$ cat src/hw/rtl/hfi_pkg.sv
`default_nettype none

package hfi_pkg;

   // Width of the wrapping advance counter.
   localparam int unsigned STEP_BITS = 32;

   localparam int unsigned DATA_BITS = 64;
   localparam int unsigned HALF_BITS = DATA_BITS / 2;
   localparam int unsigned CSR_INDEX_BITS = 8;

   // Configuration register indexes.
   localparam logic [CSR_INDEX_BITS-1:0] CSR_SEED   = CSR_INDEX_BITS'(0);
   localparam logic [CSR_INDEX_BITS-1:0] CSR_PERIOD = CSR_INDEX_BITS'(1);

   // Input op codes.
   localparam logic OP_ADVANCE = 1'b0;
   localparam logic OP_PROBE   = 1'b1;

   // SplitMix64 finalizer constants.
   localparam logic [DATA_BITS-1:0] MIX_GAMMA = 64'h9E37_79B9_7F4A_7C15;
   localparam logic [DATA_BITS-1:0] MIX_MUL_A = 64'hBF58_476D_1CE4_E5B9;
   localparam logic [DATA_BITS-1:0] MIX_MUL_B = 64'h94D0_49BB_1331_11EB;

   localparam int unsigned MIX_SHIFT_0 = 30;
   localparam int unsigned MIX_SHIFT_1 = 27;
   localparam int unsigned MIX_SHIFT_2 = 31;

   // Status from the hash/modulo engine to the top level.
   typedef struct packed {
      logic idle;
      logic done;
      logic fault;
      logic period_error;
   } hfi_status_type;

endpackage

`default_nettype wire

$ cat src/hw/rtl/hfi_engine.sv
`default_nettype none

module hfi_engine (
   input  wire logic                          clock,
   input  wire logic                          reset,
   input  wire logic                          start,
   input  wire logic                          take,
   input  wire logic [hfi_pkg::DATA_BITS-1:0] step,
   input  wire logic [hfi_pkg::DATA_BITS-1:0] seed,
   input  wire logic [hfi_pkg::DATA_BITS-1:0] period,
   output      logic [hfi_pkg::DATA_BITS-1:0] step_out,
   output      hfi_pkg::hfi_status_type       status
);
   import hfi_pkg::*;

   typedef enum logic [5:0] {
      ST_IDLE = 6'b000001,
      ST_SUM  = 6'b000010,
      ST_XOR  = 6'b000100,
      ST_MUL  = 6'b001000,
      ST_DIV  = 6'b010000,
      ST_DONE = 6'b100000
   } state_type;

   localparam int unsigned BIT_CNT_BITS = $clog2(DATA_BITS);

   state_type                  state_ff, state_in;
   logic [1:0]                 round_ff, round_in;
   logic [1:0]                 mul_cnt_ff, mul_cnt_in;
   logic [BIT_CNT_BITS-1:0]    bit_cnt_ff, bit_cnt_in;
   logic [DATA_BITS-1:0]       step_ff, step_in;
   logic [DATA_BITS-1:0]       z_ff, z_in;
   logic [DATA_BITS-1:0]       acc_ff, acc_in;
   logic [DATA_BITS-1:0]       prod_ff, prod_in;
   logic [DATA_BITS-1:0]       rem_ff, rem_in;
   logic                       err_ff, err_in;
   logic                       fault_ff, fault_in;

   logic [DATA_BITS-1:0]       mix_const;
   logic [DATA_BITS-1:0]       z_shifted;
   logic [HALF_BITS-1:0]       mul_a;
   logic [HALF_BITS-1:0]       mul_b;
   logic [DATA_BITS-1:0]       mul_prod;
   logic [DATA_BITS:0]         rem_shift;
   logic [DATA_BITS:0]         rem_trial;
   logic [DATA_BITS-1:0]       rem_next;

   // Round 0 uses the first multiplier, round 1 the second.
   assign mix_const = (round_ff == 2'd0) ? MIX_MUL_A : MIX_MUL_B;

   always_comb begin
      unique case (round_ff)
         2'd0:    z_shifted = z_ff >> MIX_SHIFT_0;
         2'd1:    z_shifted = z_ff >> MIX_SHIFT_1;
         default: z_shifted = z_ff >> MIX_SHIFT_2;
      endcase
   end

   // Low 64 bits of z * k from three 32x32 partial products.
   always_comb begin
      unique case (mul_cnt_ff)
         2'd0: begin
            mul_a = z_ff[HALF_BITS-1:0];
            mul_b = mix_const[HALF_BITS-1:0];
         end
         2'd1: begin
            mul_a = z_ff[HALF_BITS-1:0];
            mul_b = mix_const[DATA_BITS-1:HALF_BITS];
         end
         default: begin
            mul_a = z_ff[DATA_BITS-1:HALF_BITS];
            mul_b = mix_const[HALF_BITS-1:0];
         end
      endcase
   end

   // Full 64-bit product of the two 32-bit halves.
   assign mul_prod = {{HALF_BITS{1'b0}}, mul_a} * {{HALF_BITS{1'b0}}, mul_b};

   // One restoring step of the remainder.
   assign rem_shift = {rem_ff, z_ff[DATA_BITS-1]};
   assign rem_trial = rem_shift - {1'b0, period};
   assign rem_next  = rem_trial[DATA_BITS] ? rem_shift[DATA_BITS-1:0]
                                           : rem_trial[DATA_BITS-1:0];

   always_comb begin
      state_in   = state_ff;
      round_in   = round_ff;
      mul_cnt_in = mul_cnt_ff;
      bit_cnt_in = bit_cnt_ff;
      step_in    = step_ff;
      z_in       = z_ff;
      acc_in     = acc_ff;
      prod_in    = prod_ff;
      rem_in     = rem_ff;
      err_in     = err_ff;
      fault_in   = fault_ff;

      unique case (state_ff)
         ST_IDLE: begin
            if (start) begin
               step_in  = step;
               err_in   = (period == '0);
               fault_in = 1'b0;
               state_in = (period == '0) ? ST_DONE : ST_SUM;
            end
         end
         ST_SUM: begin
            z_in     = seed + step_ff + MIX_GAMMA;
            round_in = 2'd0;
            state_in = ST_XOR;
         end
         ST_XOR: begin
            z_in = z_ff ^ z_shifted;
            if (round_ff == 2'd2) begin
               rem_in     = '0;
               bit_cnt_in = '0;
               state_in   = ST_DIV;
            end else begin
               mul_cnt_in = 2'd0;
               state_in   = ST_MUL;
            end
         end
         ST_MUL: begin
            if (mul_cnt_ff != 2'd3) begin
               prod_in = mul_prod;
            end
            unique case (mul_cnt_ff)
               2'd0: ;
               2'd1: acc_in = prod_ff;
               2'd2: acc_in = acc_ff + {prod_ff[HALF_BITS-1:0], {HALF_BITS{1'b0}}};
               default: begin
                  z_in     = acc_ff + {prod_ff[HALF_BITS-1:0], {HALF_BITS{1'b0}}};
                  round_in = round_ff + 2'd1;
                  state_in = ST_XOR;
               end
            endcase
            mul_cnt_in = mul_cnt_ff + 2'd1;
         end
         ST_DIV: begin
            rem_in     = rem_next;
            z_in       = z_ff << 1;
            bit_cnt_in = bit_cnt_ff + BIT_CNT_BITS'(1);
            if (bit_cnt_ff == BIT_CNT_BITS'(DATA_BITS - 1)) begin
               fault_in = (rem_next == '0);
               state_in = ST_DONE;
            end
         end
         ST_DONE: begin
            if (take) begin
               state_in = ST_IDLE;
            end
         end
         default: state_in = ST_IDLE;
      endcase
   end

   always_ff @(posedge clock) begin
      if (reset) begin
         state_ff <= ST_IDLE;
      end else begin
         state_ff <= state_in;
      end
      round_ff   <= round_in;
      mul_cnt_ff <= mul_cnt_in;
      bit_cnt_ff <= bit_cnt_in;
      step_ff    <= step_in;
      z_ff       <= z_in;
      acc_ff     <= acc_in;
      prod_ff    <= prod_in;
      rem_ff     <= rem_in;
      err_ff     <= err_in;
      fault_ff   <= fault_in;
   end

   assign step_out            = step_ff;
   assign status.idle         = (state_ff == ST_IDLE);
   assign status.done         = (state_ff == ST_DONE);
   assign status.fault        = fault_ff;
   assign status.period_error = err_ff;

endmodule

`default_nettype wire

$ cat src/hw/rtl/hashed_fault_injector.sv
// hashed_fault_injector: deterministic SplitMix64-based fault decision.
//
// Channels:
//   csr_*  configuration writes: index 0 = seed, index 1 = period; other
//          indexes are dropped. csr_ready is always high. Write only while
//          the block is idle.
//   req_*  one transaction per test: req_op = advance (bump step counter
//          if period>0, test it) or probe (test req_probe_step, counter held).
//   rsp_*  one transaction per request: fault, period_error, step_tested.
// A request passes the hash/modulo engine's sum step, alternating
// xor-shift and multiply rounds, the bit-serial remainder loop and a
// handoff; a single 32x32 multiplier serves all partial products. A
// zero-period request skips straight to the handoff. req_ready is high
// only while the engine is idle, so a new request is taken only after
// the engine has handed off the last result. Reset clears seed, period
// and the step counter and empties the response register. When the
// receiver stalls the response is held in rsp_*; the engine may take the
// next request meanwhile but holds its result until the register frees up.
`default_nettype none

module hashed_fault_injector (
   input  wire logic                               clock,
   input  wire logic                               reset,
   input  wire logic                               csr_valid,
   output      logic                               csr_ready,
   input  wire logic [hfi_pkg::CSR_INDEX_BITS-1:0] csr_index,
   input  wire logic [hfi_pkg::DATA_BITS-1:0]      csr_wdata,
   input  wire logic                               req_valid,
   output      logic                               req_ready,
   input  wire logic                               req_op,
   input  wire logic [hfi_pkg::DATA_BITS-1:0]      req_probe_step,
   output      logic                               rsp_valid,
   input  wire logic                               rsp_ready,
   output      logic                               rsp_fault,
   output      logic                               rsp_period_error,
   output      logic [hfi_pkg::DATA_BITS-1:0]      rsp_step_tested
);
   import hfi_pkg::*;

   logic [DATA_BITS-1:0]  seed_ff, seed_in;
   logic [DATA_BITS-1:0]  period_ff, period_in;
   logic [STEP_BITS-1:0]  count_ff, count_in;
   logic                  rsp_valid_ff, rsp_valid_in;
   logic                  rsp_fault_ff;
   logic                  rsp_err_ff;
   logic [DATA_BITS-1:0]  rsp_step_ff;

   logic                  req_take;
   logic                  eng_take;
   logic                  period_zero;
   logic [STEP_BITS-1:0]  count_inc;
   logic [DATA_BITS-1:0]  step_sel;
   logic [DATA_BITS-1:0]  eng_step;
   hfi_status_type        eng_status;

   assign csr_ready = 1'b1;
   assign req_ready = eng_status.idle;
   assign req_take  = req_valid && eng_status.idle;

   // Hand the engine result over once the response register is free.
   assign eng_take  = eng_status.done && (!rsp_valid_ff || rsp_ready);

   assign period_zero = (period_ff == '0);
   assign count_inc   = count_ff + STEP_BITS'(1);

   // Zero period tests nothing: an advance reports the unchanged count.
   always_comb begin
      priority if (req_op == OP_PROBE) begin
         step_sel = req_probe_step;
      end else if (period_zero) begin
         step_sel = DATA_BITS'(count_ff);
      end else begin
         step_sel = DATA_BITS'(count_inc);
      end
   end

   always_comb begin
      count_in = count_ff;
      if (req_take && req_op == OP_ADVANCE && !period_zero) begin
         count_in = count_inc;
      end
   end

   always_comb begin
      seed_in   = seed_ff;
      period_in = period_ff;
      if (csr_valid) begin
         if (csr_index == CSR_SEED) begin
            seed_in = csr_wdata;
         end else if (csr_index == CSR_PERIOD) begin
            period_in = csr_wdata;
         end
      end
   end

   // Load on handoff, drop on acceptance, else hold.
   always_comb begin
      priority if (eng_take) begin
         rsp_valid_in = 1'b1;
      end else if (rsp_ready) begin
         rsp_valid_in = 1'b0;
      end else begin
         rsp_valid_in = rsp_valid_ff;
      end
   end

   hfi_engine u_engine (
      .clock    (clock),
      .reset    (reset),
      .start    (req_take),
      .take     (eng_take),
      .step     (step_sel),
      .seed     (seed_ff),
      .period   (period_ff),
      .step_out (eng_step),
      .status   (eng_status)
   );

   always_ff @(posedge clock) begin
      if (reset) begin
         seed_ff      <= '0;
         period_ff    <= '0;
         count_ff     <= '0;
         rsp_valid_ff <= 1'b0;
      end else begin
         seed_ff      <= seed_in;
         period_ff    <= period_in;
         count_ff     <= count_in;
         rsp_valid_ff <= rsp_valid_in;
      end
   end

   always_ff @(posedge clock) begin
      if (eng_take) begin
         rsp_fault_ff <= eng_status.fault;
         rsp_err_ff   <= eng_status.period_error;
         rsp_step_ff  <= eng_step;
      end
   end

   assign rsp_valid        = rsp_valid_ff;
   assign rsp_fault        = rsp_fault_ff;
   assign rsp_period_error = rsp_err_ff;
   assign rsp_step_tested  = rsp_step_ff;

endmodule

`default_nettype wire
$ cat config.mk
export PLATFORM = sky130hd
export DESIGN_NAME = hashed_fault_injector
export DESIGN_NICKNAME = d
export VERILOG_FILES = /design/src/hw/rtl/hfi_pkg.sv /design/src/hw/rtl/hfi_engine.sv /design/src/hw/rtl/hashed_fault_injector.sv
export SDC_FILE = /design/constraint.sdc
export NUM_CORES = 2
export LEC_CHECK = 0
export ABC_AREA = 1
export ABC_CLOCK_PERIOD_IN_PS = 18550
export BUFFER_PORTS_ARGS = -buffer_cell sky130_fd_sc_hd__buf_2
export CAP_MARGIN = 20
export CORE_ASPECT_RATIO = 0.7
export CORE_MARGIN = 1.5
export CORE_UTILIZATION = 40
export CTS_CLUSTER_SIZE = 8
export DETAILED_ROUTE_END_ITERATION = 16
export GPL_TIMING_DRIVEN = 1
export HOLD_SLACK_MARGIN = 0.1
export SLEW_MARGIN = 10
export SYNTH_ARGS = -nofsm -noshare
export SYNTH_HDL_FRONTEND = slang
export SYNTH_SLANG_ARGS = --single-unit
$ cat constraint.sdc
create_clock -name clock -period 18.55 [get_ports clock]
set_input_delay 1.855 -clock clock [delete_from_list [all_inputs] [get_ports clock]]
set_output_delay 1.855 -clock clock [all_outputs]
set_load 0.005 [all_outputs]
# Yosys cells after proc, flatten, opt, wreduce, memory -nomap -nowiden
# Index checks and enable logic that the tools add are counted.
# word_totals
in_bits	142
out_inout_bits	69
wordCells	111
regBits	565
# classes
n_reduce_logical	32
add_sub_neg	8
mux	30
mul	1
bitwise	3
eq_ne	19
# op_table
operator	n
64-bit 2-to-1 mux	4
64-bit case mux with 2 select lines	2
64-bit case mux with 4 select lines	1
64-bit adder	2
64-bit zero test	2
32-bit 2-to-1 mux	3
37-bit case mux with 2 select lines	1
65-bit by 64-bit subtractor with 65-bit output	1
64-bit adder, second input constant	1
32-bit by 32-bit multiplier with 64-bit output	1
64-bit XOR	1
62-bit 2-to-1 mux	1
6-bit 2-to-1 mux	6
6-bit case mux with 6 select lines	1
32-bit by 1-bit adder with 32-bit output, second input constant	1
2-bit AND reduction	8
6-bit == test, second input constant	2
6-bit case mux with 2 select lines	1
2-bit nonzero test	6
8-bit by 1-bit == test with 1-bit output, second input constant	1
8-bit zero test	1
2-bit inequality test, second input constant	4
2-bit case mux with 2 select lines	2
6-bit by 1-bit adder with 6-bit output, second input constant	1
23 further kinds	39

# Logic depth before layout (Yosys ltp)
# logic_depth
word_depth	5
depth_mapped	45
depth_no_buf	40

# Modules after synthesis
# Synthesis repeated with hierarchy kept, for this count alone.
# unflattened
hier_cells	8539
area_unflattened_um2	67604.8
# modules_own_cells
module	cells_per_inst	area_each_um2	n_inst	seq_area_each_um2
hfi_engine	7177	57438.8	1	10089.7
hashed_fault_injector	1362	10166.0	1	5205.0

# Least setup slack after synthesis
# No wires, ideal clock.
# synth_timing
kind	reg2reg
start	reg u_engine.mul_cnt_ff[1]
end	reg u_engine.prod_ff[60] (data pin)
setup_time_ps	259
arrival_time_ps	8701
path_slack_ps	9590
synth_period_minus_slack_ps	8960
path_buffers	6
t_required_ps	18291
path_stages_with_launch	37
cell_sequence	edfxtp_1 > buf_2 > clkbuf_1 > clkbuf_1 > inv_1 > ha_1 > clkbuf_1 > nor2_1 > clkinv_1 > nand2_1 > buf_2 > buf_1 > nand2_1 > inv_1 > fa_1 > fa_1 > inv_1 > fa_1 > fa_1 > inv_1 > fa_1 > fa_1 > fa_1 > inv_1 > fa_1 > inv_1 > ha_1 > nand2_1 > nor2_1 > nand2_1 > nor4_1 > a21oi_1 > o21ai_0 > nand3_1 > nand2_1 > a31oi_1 > xnor2_1
# synth_between
elab_chain_cells	4
word_cells_on_any_way	6
cone_classes	1 x mul; 1 x eq/ne; 2 x mux; 2 x reduce/logical
# synth_rtl
element	line_no	rtl
start: declaration	hfi_engine.sv:29	logic [1:0] mul_cnt_ff, mul_cnt_in;
start signal: assignment	hfi_engine.sv:165	mul_cnt_ff <= mul_cnt_in;
2-bit by 1-bit == test with 1-bit output or 2-bit zero test (tied branches)	hfi_engine.sv:61	unique case (mul_cnt_ff)
2-bit OR reduction (no source line)	--	
32-bit 2-to-1 mux	hfi_engine.sv:61	
32-bit by 32-bit multiplier with 64-bit output (*)	hfi_engine.sv:78	assign mul_prod = {{HALF_BITS{1'b0}}, mul_a} * {{HALF_BITS{1'b0}}, mul_b};
net u_engine.mul_prod[60]	hfi_engine.sv:43	logic [DATA_BITS-1:0] mul_prod;
end signal: assignment	hfi_engine.sv:170	prod_ff <= prod_in;
end: declaration	hfi_engine.sv:34	logic [DATA_BITS-1:0] prod_ff, prod_in;
# The timed path passes the listed nets; every way through them passes the cells marked *.
# A chain may end at the register's enable or synchronous reset.

# Worst setup path after layout
# layout_timing
start	reg u_engine.mul_cnt_ff[0]
end	reg u_engine.prod_ff[48] (data pin)
# The elaborated chain is that of the path after synthesis.

==> impl_metrics.env <==
export IMPL_routed_via_density=5.34
export IMPL_grt_pass1_wl_um=379000
export IMPL_utilization=0.443
export IMPL_finalWirelength_um=263000
export IMPL_pin_count=211
export IMPL_die_y_um=344
export IMPL_syn_to_final_growth_pct=9.39
export IMPL_finalSetupTns_ns=0
export IMPL_leakagePower_uw=0.0351
export IMPL_syn_area_per_cell_sq_um=8.07
export IMPL_ys_ff_latch=565
export IMPL_crit_fanout=32
export IMPL_finalClockSkew_ns=0.0474
export IMPL_htree_levels=3
export IMPL_remaining_drc_errors=0
export IMPL_grt_overflow=0
export IMPL_vias=57100
export IMPL_finalSetupViolations=0
export IMPL_post_cts_buffers=0
export IMPL_synth_commonest_cells="inv_1, nand2_1, nor2_1"
export IMPL_clock_sinks=565
export IMPL_finalPower_uw=6040
export IMPL_fin_hold_ws_ns=0.434
export IMPL_critical_path_max_stage_delay_ns=0.83
export IMPL_crit_type="reg -> reg"
export IMPL_ctsHoldBuffers=0
export IMPL_instances_no_fill=10700
export IMPL_grt_total_usage=0.311
export IMPL_dp_cells=10500
export IMPL_rsz0062_at_grt="no"
export IMPL_cp_slowest_cell="o21ai_0"
export IMPL_ant_nets=0
export IMPL_clk_path_buf_depth=3
export IMPL_cts_tree="yes"
export IMPL_numCtsBuffers=80
export IMPL_die_w_um=490
export IMPL_ys_async_sr_fraction=0
export IMPL_nets=9944
export IMPL_grt_pass1_vias=55300
export IMPL_vdd_drop_max_uv=130
export IMPL_status="completed"
export IMPL_ctsResizeCount=0
export IMPL_drt_pass1_iterations=9
export IMPL_maxSlewViolCount=0
export IMPL_ys_seq_area_frac=0.230
export IMPL_synth_area_sq_um=66400
export IMPL_fmax_mhz=95.0
export IMPL_synth_edf_count=398
export IMPL_slew_headroom=0.129
export IMPL_max_cap_viol_count=0
export IMPL_yosys_area_top_type_share=0.233
export IMPL_cts_root_buf="clkbuf_16"
export IMPL_numPortBuffers=209
export IMPL_dieArea_sq_um=168000
export IMPL_dpl_hpwl_um=223000
export IMPL_grt_max_degree=128
export IMPL_rows=124
export IMPL_min_path_type="reg -> reg"
export IMPL_start_util=0.405
export IMPL_synth_warnings=0
export IMPL_synth_cell_type_count=59
export IMPL_hold_viol_final=0
export IMPL_critPathLaunchType="register"
export IMPL_fin_crit_sh=0.568
export IMPL_synth_top_area_cell="fa_1"
export IMPL_place_congestion=1.03
export IMPL_avgRoutedWirePerCell_um=24.6
export IMPL_detail_route_iter0_violations=6623
export IMPL_p_per_area_nw_per_um2=83.2
export IMPL_cp_arrival_ns=10.95
export IMPL_ys_flop_type="edfxtp_1"
export IMPL_drive_gt1_frac=0.0563
export IMPL_clk_pin_slew_worst_paths_ns=0.05
export IMPL_synth_area_top_cells="fa_1, edfxtp_1, ha_1"
export IMPL_cp_required_ns=18.97
export IMPL_worstMarginPinSlew_ns=1.29
export IMPL_syn_instance_count=8231
export IMPL_antenna_found_initial=20
export IMPL_clk_latency_ns=0.68
export IMPL_end_kind="register"
export IMPL_period_minus_slack_ns=10.53
export IMPL_core_area_sq_um=164000
export IMPL_synth_most_common_cell="inv_1"
where the power goes:
group          total (uW)  switching (uW)  internal (uW)
sequential           1540            25.3           1520
combinational        3110            2150            953
clock                1400             582            814
total                6040            2760           3280
sequential cells by signal, indices dropped and copies added (netlist names), 32 cells and up:
| signal | cells |
|---|---|
| u_engine.acc_ff | 64 |
| rsp_step_tested | 64 |
| seed_ff | 64 |
| u_engine.rem_ff | 64 |
| count_ff | 32 |
| u_engine.step_out | 64 |
| u_engine.z_ff | 64 |
| u_engine.prod_ff | 64 |
| period_ff | 64 |
worst max-delay path: cells and delay by family (launching register included):
family          cells  cell delay [ns]
fa+ha+maj          10             3.55
xor+xnor            2             0.32
simple gates        5             1.13
buf+inv            10             2.00
flops               1             0.44
compound gates      8             2.78
final timing paths:
check / start / end / slack (ns) / cells after the start
worst max-delay path: u_engine.mul_cnt_ff[0]$_SDFFCE_PN0P_ / u_engine.prod_ff[48]$_DFFE_PP_ / 8.02 / 35
worst min-delay path: u_engine.err_ff$_DFFE_PP_ / rsp_period_error$_DFFE_PP_ / 0.43 / 0
worst min register to register: u_engine.err_ff$_DFFE_PP_ / rsp_period_error$_DFFE_PP_ / 0.43 / 0
worst max register to register: u_engine.mul_cnt_ff[0]$_SDFFCE_PN0P_ / u_engine.prod_ff[48]$_DFFE_PP_ / 8.02 / 35
per-layer routing:
metal | global-route usage | wire length, um
met3 | 0.148 | 39100
met1 | 0.474 | 125000
met4 | 0.0598 | 5150
met5 | 0.00549 | 196
met2 | 0.386 | 94100
cells by family (layout without fill, tap and decap cells):
group,Yosys count,count (layout),synth area share
buf+inv,2084,2323,0.119
compound gates,1251,1251,0.106
flops,565,565,0.230
other cells,2,22,0.000113
simple gates,2699,2699,0.165
xor+xnor,251,251,0.0331
fa+ha+maj,1379,1379,0.347
final cells by class:
type | count | area (sq um)
Timing Repair Buffer | 304 | 1850
Fill cell | 16700 | 91400
Antenna cell | 14 | 35.0
Clock buffer | 132 | 2240
Inverter | 1884 | 7070
Tap cell | 2205 | 2760
Multi-Input combinational cell | 5588 | 43300
Clock inverter | 3 | 33.8
Sequential cell | 565 | 15300
metrics by stage:
stage,instance area (sq um),worst slack (ns)
finish,72600,8.02
global route,72600,7.60
CTS,72400,8.30
detailed placement,70200,8.33
global placement,70100,7.42
floorplan,66400,9.59
placed cells by master, fill, tap and decap left out, types with 12 or more instances in the layout:
cell type / instances
o22ai_1: 45
or2_2: 25
nor2_1: 902
o211ai_1: 14
o21a_1: 29
o21bai_1: 56
xnor2_1: 79
clkbuf_16: 82
a31oi_1: 41
a221oi_1: 13
inv_1: 1858
nor2_2: 12
a211oi_1: 12
clkbuf_1: 50
dfxtp_1: 167
a21oi_1: 494
diode_2: 14
nand3b_1: 18
fa_1: 771
xor2_1: 172
clkinv_1: 15
nor3_1: 46
o21ai_1: 35
nor4_1: 28
nand2_1: 1393
nand4_1: 39
o21ai_0: 405
nand3_1: 204
buf_2: 209
buf_4: 87
o2111ai_1: 34
edfxtp_1: 398
a21o_1: 29
ha_1: 608
No activity file was read; power rests on OpenSTA's default activity.
